===== src/rbfc_pkg.sv =====
`timescale 1ns / 1ps
package rbfc_pkg;

   localparam int unsigned RBFC_RECORD_HEADER_SIZE = 16;
   localparam logic [63:0] BATCH_HEADER_BYTES = 64'd32;
   localparam logic [31:0] CRC_POLY = 32'hEDB8_8320;
   localparam logic [31:0] CRC_INIT = 32'hFFFF_FFFF;

   typedef enum logic [2:0] {
      ST_OK            = 3'd0,
      ST_HEADER_SHORT  = 3'd1,
      ST_MAGIC_BAD     = 3'd2,
      ST_SIZE_SMALL    = 3'd3,
      ST_PAYLOAD_SHORT = 3'd4,
      ST_CRC_BAD       = 3'd5,
      ST_COUNT_ZERO    = 3'd6,
      ST_COUNT_BIG     = 3'd7
   } status_type;

   typedef struct packed {
      status_type  status;
      logic [63:0] first_offset;
      logic [63:0] rec_total;
      logic [63:0] batch_size;
      logic [31:0] payload_crc;
   } rbfc_result_type;

   typedef struct packed {
      logic            valid;
      rbfc_result_type result;
   } rbfc_push_type;

   // Reflected CRC-32, one byte.
   function automatic logic [31:0] crc_byte(input logic [31:0] crc, input logic [7:0] b);
      logic [31:0] c;
      c = crc ^ {24'd0, b};
      for (int i = 0; i < 8; i++) begin
         c = c[0] ? ((c >> 1) ^ CRC_POLY) : (c >> 1);
      end
      return c;
   endfunction

   function automatic status_type final_status(input logic crc_bad, input logic count_zero,
                                               input logic too_big);
      if (crc_bad) begin
         return ST_CRC_BAD;
      end else if (count_zero) begin
         return ST_COUNT_ZERO;
      end else if (too_big) begin
         return ST_COUNT_BIG;
      end
      return ST_OK;
   endfunction

endpackage


===== src/rbfc_parser.sv =====
`timescale 1ns / 1ps
module rbfc_parser #(
   parameter int unsigned RECORD_HEADER_SIZE = rbfc_pkg::RBFC_RECORD_HEADER_SIZE
) (
   input  logic                   clock,
   input  logic                   reset,
   input  logic                   fire,
   input  logic [7:0]             data_byte,
   input  logic                   buffer_end,
   input  logic [31:0]            magic_word,
   output rbfc_pkg::rbfc_push_type push
);

   localparam int unsigned RW = $clog2(RECORD_HEADER_SIZE + 1);
   localparam int unsigned PW = 64 + RW;
   localparam int unsigned MW = 16 + RW;

   logic [63:0]   pos_ff, pos_in;
   logic [31:0]   magic_ff, magic_in;
   logic [63:0]   offset_ff, offset_in;
   logic [63:0]   count_ff, count_in;
   logic [63:0]   size_ff, size_in;
   logic [31:0]   hcrc_ff, hcrc_in;
   logic [31:0]   crc_ff, crc_in;
   logic          finished_ff, finished_in;
   logic [PW-1:0] prod_ff, prod_in;
   logic          too_big_ff, too_big_in;

   logic          in_header;
   logic [4:0]    idx;
   logic [4:0]    rel;
   logic [1:0]    chunk_sel;
   logic [15:0]   chunk;
   logic [MW-1:0] partial;
   logic [31:0]   crc_next;
   logic [63:0]   pos_inc;
   logic          emit;
   logic          with_header;
   logic          clear;
   rbfc_pkg::status_type status;

   assign in_header = (pos_ff[63:5] == 59'd0);
   assign idx       = pos_ff[4:0];
   assign crc_next  = rbfc_pkg::crc_byte(crc_ff, data_byte);
   assign pos_inc   = pos_ff + 64'd1;
   assign clear     = fire && buffer_end;

   // Count times record size, one 16-bit slice of the count per header byte 20..23.
   assign chunk_sel = 2'(idx - 5'd20);
   assign chunk     = count_ff[{chunk_sel, 4'b0} +: 16];
   assign partial   = MW'(chunk) * MW'(RECORD_HEADER_SIZE);

   always_comb begin
      pos_in      = pos_ff;
      magic_in    = magic_ff;
      offset_in   = offset_ff;
      count_in    = count_ff;
      size_in     = size_ff;
      hcrc_in     = hcrc_ff;
      crc_in      = crc_ff;
      finished_in = finished_ff;
      prod_in     = prod_ff;
      too_big_in  = too_big_ff;
      emit        = 1'b0;
      with_header = 1'b1;
      status      = rbfc_pkg::ST_OK;
      rel         = 5'd0;

      if (fire && !finished_ff) begin
         if (in_header) begin
            if (idx < 5'd4) begin
               magic_in[{idx[1:0], 3'b0} +: 8] = data_byte;
            end else if (idx < 5'd12) begin
               rel = idx - 5'd4;
               offset_in[{rel[2:0], 3'b0} +: 8] = data_byte;
            end else if (idx < 5'd20) begin
               rel = idx - 5'd12;
               count_in[{rel[2:0], 3'b0} +: 8] = data_byte;
            end else if (idx < 5'd28) begin
               rel = idx - 5'd20;
               size_in[{rel[2:0], 3'b0} +: 8] = data_byte;
            end else begin
               rel = idx - 5'd28;
               hcrc_in[{rel[1:0], 3'b0} +: 8] = data_byte;
            end

            if (idx >= 5'd20 && idx < 5'd24) begin
               prod_in = prod_ff + (PW'(partial) << {chunk_sel, 4'b0});
            end
            // Size is complete once byte 27 is in.
            if (idx == 5'd28) begin
               too_big_in = prod_ff > PW'(size_ff - rbfc_pkg::BATCH_HEADER_BYTES);
            end

            if (idx == 5'd31) begin
               if (magic_in != magic_word) begin
                  emit   = 1'b1;
                  status = rbfc_pkg::ST_MAGIC_BAD;
               end else if (size_in < rbfc_pkg::BATCH_HEADER_BYTES) begin
                  emit   = 1'b1;
                  status = rbfc_pkg::ST_SIZE_SMALL;
               end else if (size_in == rbfc_pkg::BATCH_HEADER_BYTES) begin
                  // Empty payload: CRC of nothing is zero, capacity is zero.
                  emit   = 1'b1;
                  status = rbfc_pkg::final_status(hcrc_in != 32'd0, count_in == 64'd0,
                                                  1'b1);
               end else if (buffer_end) begin
                  emit   = 1'b1;
                  status = rbfc_pkg::ST_PAYLOAD_SHORT;
               end
            end else if (buffer_end) begin
               emit        = 1'b1;
               with_header = 1'b0;
               status      = rbfc_pkg::ST_HEADER_SHORT;
            end
         end else begin
            crc_in = crc_next;
            if (pos_inc == size_ff) begin
               emit   = 1'b1;
               status = rbfc_pkg::final_status(~crc_next != hcrc_ff, count_ff == 64'd0,
                                               too_big_ff);
            end else if (buffer_end) begin
               emit   = 1'b1;
               status = rbfc_pkg::ST_PAYLOAD_SHORT;
            end
         end

         if (emit && !buffer_end) begin
            finished_in = 1'b1;
         end else if (!buffer_end) begin
            pos_in = pos_inc;
         end
      end
   end

   always_comb begin
      push.valid               = emit;
      push.result.status       = status;
      push.result.first_offset = with_header ? offset_in : 64'd0;
      push.result.rec_total    = with_header ? count_in : 64'd0;
      push.result.batch_size   = with_header ? size_in : 64'd0;
      push.result.payload_crc  = with_header ? hcrc_in : 32'd0;
   end

   // Buffer end returns to the idle state, also after a finished batch.
   always_ff @(posedge clock) begin
      if (reset || clear) begin
         pos_ff      <= 64'd0;
         magic_ff    <= 32'd0;
         offset_ff   <= 64'd0;
         count_ff    <= 64'd0;
         size_ff     <= 64'd0;
         hcrc_ff     <= 32'd0;
         crc_ff      <= rbfc_pkg::CRC_INIT;
         finished_ff <= 1'b0;
         prod_ff     <= '0;
         too_big_ff  <= 1'b0;
      end else begin
         pos_ff      <= pos_in;
         magic_ff    <= magic_in;
         offset_ff   <= offset_in;
         count_ff    <= count_in;
         size_ff     <= size_in;
         hcrc_ff     <= hcrc_in;
         crc_ff      <= crc_in;
         finished_ff <= finished_in;
         prod_ff     <= prod_in;
         too_big_ff  <= too_big_in;
      end
   end

endmodule


===== config.mk =====
export PLATFORM = sky130hd
export DESIGN_NAME = rbfc_parser
export DESIGN_NICKNAME = d
export VERILOG_FILES = /design/src/rbfc_pkg.sv /design/src/rbfc_parser.sv
export SDC_FILE = /design/constraint.sdc
export NUM_CORES = 2
export LEC_CHECK = 0
export BUFFER_PORTS_ARGS = -buffer_cell sky130_fd_sc_hd__buf_2
export CORE_AREA = 2 2 260 262
export CTS_CLUSTER_DIAMETER = 120
export DETAILED_ROUTE_END_ITERATION = 16
export DIE_AREA = 0 0 262 264
export PLACE_DENSITY = 0.64
export SLEW_MARGIN = 20
export SYNTH_ARGS = -nofsm -noshare
export SYNTH_HDL_FRONTEND = slang
export SYNTH_SLANG_ARGS = --single-unit

===== constraint.sdc =====
create_clock -name clock -period 8.8 [get_ports clock]
set_input_delay 1.32 -clock clock [delete_from_list [all_inputs] [get_ports clock]]
set_output_delay 1.32 -clock clock [all_outputs]
set_load 0.05 [all_outputs]

[Yosys cells after proc, flatten, opt, wreduce, memory -nomap -nowiden]
Cells that the tools add are included.
Word-level totals
  output and inout port bits: 228
  input bits: 44
  register bits after elaboration: 423
Cells by class
  reduce and logical (&&, ||, !) cells: 17
  eq/ne operators: 6
  multiplexer cells: 88
  shifts and indexed selects: 12
  $add $sub $neg: 12
  $lt $le $gt $ge: 8
  bitwise gates (word level): 13
Operator list (number)
  $mux W64: 22
  $mux W32: 20
  $bwmux W64: 3
  $shift A8 B8 Y64 const A: 3
  $shiftx A8 B8 Y64: 3
  $logic_not A64 Y1: 2
  $not A13 Y14: 8
  $add A69 B69 Y69: 1
  $gt A69 B69 Y1: 1
  $shl A20 B6 Y69: 1
  $sub A64 B6 Y65 const B: 1
  $add A64 B1 Y64 const B: 1
  $bwmux W32: 2
  $eq A64 B6 Y1 const B: 1
  $eq A64 B64 Y1: 1
  $lt A64 B6 Y1 const B: 1
  $ne A32 B32 Y1: 2
  $shift A8 B7 Y32 const A: 2
  $shiftx A64 B7 Y16: 1
  $shiftx A8 B7 Y32: 2
  $logic_not A59 Y1: 1
  $mux W3: 13
  $not A32 Y32: 1
  $reduce_bool A32 Y1: 1
  18 further kinds: 62

[Longest topological paths before layout]
  depth in word-level cells: 27
  gate-level depth with buffers: 25

[Worst setup path before layout]
Ideal clock, no wire load.
  path kind: register to output
  from: reg pos_ff[0]
  to: out push[225] in the netlist's numbering
  stages on the path, launching flop included: 18
  setup slack: 2.386 ns
  data arrival time: 5.094 ns
  buffers on the path: 5
  data required time: 7.480 ns
  cell sequence: dfxtp_1 -> clkbuf_1 -> clkbuf_1 -> clkbuf_1 -> inv_1 -> clkbuf_1 -> ha_1 -> clkbuf_1 -> xnor2_1 -> o2111ai_1 -> or3b_2 -> a2111oi_0 -> nand4_1 -> nor4_1 -> nand4_1 -> nor3_1 -> nand3_1 -> o21ai_0
RTL lines
  start: declaration: RTL line rbfc_parser.sv:18  | logic [63:0] pos_ff, pos_in;
  start signal: assignment: RTL line rbfc_parser.sv:159  | pos_ff <= pos_in;
  end: declaration: RTL line rbfc_parser.sv:11  | output rbfc_pkg::rbfc_push_type push

==> run_summary.xml <==
<?xml version="1.0" encoding="UTF-8"?>
<metrics>
  <group name="outcome">
    <metric name="status" unit="">complete, no violations</metric>
  </group>
  <group name="cts">
    <metric name="cts-hold-fix-buffers" unit="">0</metric>
    <metric name="clkSlewWorstSetupHoldPaths" unit="ns">0.06</metric>
    <metric name="clkLatencyLatePin" unit="ns">0.61</metric>
    <metric name="clk_root_buffer_cell" unit="">clkbuf_16</metric>
    <metric name="clock_sinks" unit="">419</metric>
    <metric name="cts_repair_resize_count" unit="">0</metric>
    <metric name="tritoncts_buffer_count" unit="">49</metric>
    <metric name="cts_tree" unit="">done</metric>
    <metric name="cts_post_setup_buffers_inserted" unit="">0</metric>
    <metric name="cts-root-to-sink-buffers" unit="">3</metric>
    <metric name="h-tree-depth" unit="">2</metric>
  </group>
  <group name="synthesis">
    <metric name="yosysWarningCount" unit="">0</metric>
    <metric name="async_flop_share" unit="%">0</metric>
    <metric name="synthSimpleGateAreaFrac" unit="%">28.56</metric>
    <metric name="flip_flop_and_latch_count_after_synthesis" unit="">419</metric>
    <metric name="synthesis.nets" unit="">4066</metric>
    <metric name="synth_compound_area_share" unit="%">12.71</metric>
    <metric name="synth_area" unit="um^2">29590</metric>
    <metric name="synth.area.mux_share" unit="%">8.999</metric>
    <metric name="post-synth-top-area-cell" unit="">dfxtp_1</metric>
    <metric name="synth-edff-count" unit="">0</metric>
    <metric name="dominantRegCellSynth" unit="">dfxtp_1</metric>
    <metric name="ys_seq_area_share" unit="%">28.35</metric>
    <metric name="synth_cells" unit="">3883</metric>
    <metric name="synth_adder_area_share" unit="%">5.903</metric>
    <metric name="synth_top_cells_by_area" unit="">dfxtp_1 28%, nor2_1 9.0%, mux2i_1 8.7%, xnor2_1 7.0%, ha_1 5.8%</metric>
    <metric name="yosysTopAreaCellShare" unit="%">28.35</metric>
    <metric name="synth_cell_types" unit="">84</metric>
    <metric name="dominant_combinational_cell_family_by_area_after_synthesis" unit="">simple AND/OR/NAND/NOR gates</metric>
    <metric name="yosys.area_share.xor_xnor" unit="%">11.10</metric>
    <metric name="postSynthAreaPerCell" unit="um^2">7.620</metric>
  </group>
  <group name="setup_path">
    <metric name="critical_path.max_fanout" unit="">35</metric>
    <metric name="cp_num_buf_inv" unit="">3</metric>
    <metric name="critPathKind" unit="">reg2out</metric>
    <metric name="startpoint_type" unit="">register</metric>
    <metric name="critPathSlowestCell" unit="">or4_1</metric>
    <metric name="critical_path_arrival" unit="ns">6.22</metric>
    <metric name="worstPathRequired" unit="ns">7.48</metric>
    <metric name="cpLargestDelayFamily" unit="">simple AND/OR/NAND/NOR gates</metric>
    <metric name="series_of_cell_instances_along_the_critical_path" unit="">inv_1 -&gt; ha_1 -&gt; buf_4 -&gt; ha_1 -&gt; nor2b_1 -&gt; nand3_1 -&gt; nor2_1 -&gt; mux2_2 -&gt; o22ai_1 -&gt; nand2_1 -&gt; or4_1 -&gt; or4_1 -&gt; a21oi_1 -&gt; o22ai_1 -&gt; a21o_1 -&gt; buf_2</metric>
    <metric name="cpPeakStageDelay" unit="ns">0.60</metric>
    <metric name="setup.worst_path.end_class" unit="">output port</metric>
  </group>
  <group name="global_route">
    <metric name="met1_usage" unit="%">44.54</metric>
    <metric name="gr-total-overflow" unit="">0</metric>
    <metric name="use_met3" unit="%">5.344</metric>
    <metric name="grt_start_max_net_pins" unit="">130</metric>
    <metric name="grt_antenna_before_repair" unit="">3</metric>
    <metric name="vias_in_the_first_global_route" unit="">27070</metric>
    <metric name="grt_met2_usage" unit="%">49.55</metric>
    <metric name="track_usage" unit="%">32.24</metric>
    <metric name="grt_most_used_layer" unit="">met2</metric>
    <metric name="grt_pass1_wl" unit="um">170000</metric>
  </group>
  <group name="floorplanning">
    <metric name="design.die.area" unit="um^2">69170</metric>
    <metric name="floorplan.initialDensity" unit="%">44.45</metric>
    <metric name="floorplan.die.width" unit="um">262</metric>
    <metric name="core_area" unit="um^2">66560</metric>
    <metric name="rows" unit="">95</metric>
    <metric name="dieHeight" unit="um">264</metric>
    <metric name="design.portCount" unit="">272</metric>
  </group>
  <group name="place">
    <metric name="dp.final_hpwl" unit="um">86000</metric>
    <metric name="globalplace.congestion" unit="">0.9852</metric>
    <metric name="buffer_ports.inserted" unit="">271</metric>
    <metric name="dpl-instance-area" unit="um^2">31300</metric>
    <metric name="placed_cells_incl_taps" unit="">4781</metric>
  </group>
  <group name="detailed_routing">
    <metric name="wl_per_cell" unit="um">23.68</metric>
    <metric name="via_density" unit="">6.047</metric>
    <metric name="antenna_left" unit="">0</metric>
    <metric name="detailed_route_via_count" unit="">29480</metric>
    <metric name="drc" unit="">0</metric>
    <metric name="dr.pass1.iters" unit="">5</metric>
    <metric name="dr.first_iter.drc_count" unit="">2826</metric>
    <metric name="total_routed_length" unit="um">115500</metric>
  </group>
  <group name="sta">
    <metric name="hold_ws" unit="ns">0.4674</metric>
    <metric name="max-slew-margin-rel" unit="%">20.56</metric>
    <metric name="timing_worst_slew_pin_value" unit="ns">1.187</metric>
    <metric name="grt_setup_unrepaired" unit="">false</metric>
    <metric name="fin_worst_skew" unit="ns">0.02393</metric>
    <metric name="setup_violations" unit="">0</metric>
    <metric name="setup_tns" unit="ns">0</metric>
    <metric name="max_freq" unit="MHz">132.6</metric>
    <metric name="drv_slew" unit="">0</metric>
    <metric name="post-route-period-util" unit="%">85.70</metric>
    <metric name="clock_period_minus_final_worst_setup_slack" unit="ns">7.541</metric>
    <metric name="finalHoldViolCount" unit="">0</metric>
  </group>
  <group name="power">
    <metric name="internal_power" unit="mW">3.278</metric>
    <metric name="p_sw_share" unit="%">26.02</metric>
    <metric name="share_of_power_burned_in_combinational_logic" unit="%">8.0</metric>
    <metric name="power.leakage" unit="nW">15.22</metric>
    <metric name="p_switching" unit="mW">1.153</metric>
    <metric name="ir_drop" unit="mV">0.1250</metric>
    <metric name="power.density_cell_area" unit="nW/um^2">134.2</metric>
    <metric name="p_seq_share" unit="%">42.9</metric>
    <metric name="clock_power_share" unit="%">49.0</metric>
  </group>
  <group name="finish">
    <metric name="fin_area" unit="um^2">33020</metric>
    <metric name="fin_cells" unit="">4875</metric>
    <metric name="area_delta_synth_final" unit="%">11.59</metric>
    <metric name="drive_above_1_share" unit="%">11.55</metric>
    <metric name="layout.core_utilization" unit="%">49.60</metric>
    <metric name="final_nets" unit="">4143</metric>
  </group>
  <group name="flow_run">
    <metric name="maxcap_violations" unit="">0</metric>
  </group>
  <group name="min_path">
    <metric name="worstHoldPathType" unit="">reg2reg</metric>
  </group>
</metrics>
==> layout by cell type (no fill, tap or decap), drive strengths merged, types with 9 or more instances in the layout <==
master | synthesis | final
a21oi | 249 | 249
and2 | 38 | 38
nor2 | 709 | 709
or4 | 29 | 29
nor4 | 82 | 82
clkinv | 0 | 16
o31ai | 15 | 15
clkbuf | 245 | 64
a21o | 56 | 56
or3 | 38 | 38
o22ai | 12 | 12
a211oi | 17 | 17
xor2 | 131 | 131
nand2 | 328 | 328
mux2i | 257 | 257
a31oi | 26 | 26
nor4bb | 18 | 18
xnor2 | 235 | 235
nor2b | 28 | 28
and3 | 71 | 71
inv | 34 | 37
buf | 47 | 318
o21ai | 104 | 104
dfxtp | 419 | 419
o211ai | 37 | 37
nand3b | 9 | 9
nand4 | 94 | 94
nor3 | 91 | 91
nor4b | 14 | 14
nand3 | 112 | 112
ha | 138 | 138
nor3b | 15 | 15
nand2b | 34 | 34
o21bai | 16 | 16
and4 | 9 | 9
and4b | 9 | 9
a2111oi | 12 | 12
or2 | 15 | 15
==> logic make-up after synthesis <==
family	Yosys count
simple gates	1754
compound gates	611
flops	419
xor+xnor	369
buf+inv	326
mux	265
fa+ha+maj	139
==> stage by stage <==
step,setup slack (ns),power (mW)
after floorplan,2.386,2.181
after global placement,1.910,2.289
after detailed placement,1.929,2.291
after CTS,1.474,4.446
after global routing,1.075,4.552
final,1.259,4.431
==> cell usage after synthesis, drive strengths merged (5+ instances only) <==
library cell,instances
o21bai,16
or3,38
and2,38
ha,138
mux2,8
o41ai,6
nor2b,28
mux2i,257
nor4,82
a211oi,17
and3,71
xnor2,235
o211ai,37
nor3,91
o2111ai,8
o21ai,104
nand4,94
nor4bb,18
o22ai,12
and4b,9
nand3,112
a2111oi,12
nand2b,34
a21oi,249
o21a,6
dfxtp,419
o31a,5
nand3b,9
nor3b,15
nand2,328
a31oi,26
clkbuf,245
inv,34
or2,15
a21o,56
buf,47
o31ai,15
nor2,709
or4,29
and4,9
nor4b,14
xor2,131
==> per-layer routing <==
metal | vias to the layer above | share of wire [%]
met5 | - | 0.0087
met4 | 2 | 4.8
met3 | 272 | 8.6
met2 | 1364 | 44
met1 | 14060 | 43
li1 | 13780 | -
==> state kept, by name (all words and copies together) (netlist names), 32 cells and up <==
register   flops
crc_ff        32
prod_ff       65
offset_ff     64
hcrc_ff       32
count_ff      64
pos_ff        64
magic_ff      32
size_ff       64
==> worst register-to-register path, delay by kind of cell, from the launching register on <==
family / cells / cell delay, ns
AO/OA/AOI/OAI: 2 / 0.37
AND/OR/NAND/NOR: 17 / 5.65
adder cells (fa/ha/maj): 1 / 0.33
flip-flops: 1 / 0.45
==> final timing paths <==
path	from	to	slack [ns]	cells past startpoint
worst max-delay path	pos_ff[1]$_SDFFE_PP0P_	push[224]	1.26	16
worst min-delay path	finished_ff$_SDFFE_PP0P_	finished_ff$_SDFFE_PP0P_	0.47	2
worst max register to register	size_ff[7]$_SDFF_PP0_	too_big_ff$_SDFFE_PP0P_	1.93	20
worst min register to register	finished_ff$_SDFFE_PP0P_	finished_ff$_SDFFE_PP0P_	0.47	2
==> layout make-up <==
type | instances | area (um^2)
antenna | 1 | 2.502
clock buffer | 64 | 1364
clock inverter | 28 | 335.3
fill | 6737 | 33550
inverter | 34 | 127.6
multi-input combinational | 3138 | 19990
sequential | 419 | 8389
tap | 873 | 1092
timing repair buffer | 318 | 1722
==> power groups by stage <==
stage | clock, mW | sequential [mW] | combinational [mW]
finish | 2.17 | 1.90 | 0.356
global route | 2.27 | 1.90 | 0.377
CTS | 2.20 | 1.90 | 0.348
detailed placement | 0 | 1.94 | 0.347
global placement | 0 | 1.94 | 0.345
floorplan | 0 | 1.94 | 0.237
Note: power is estimated with default switching activity, not from simulation.
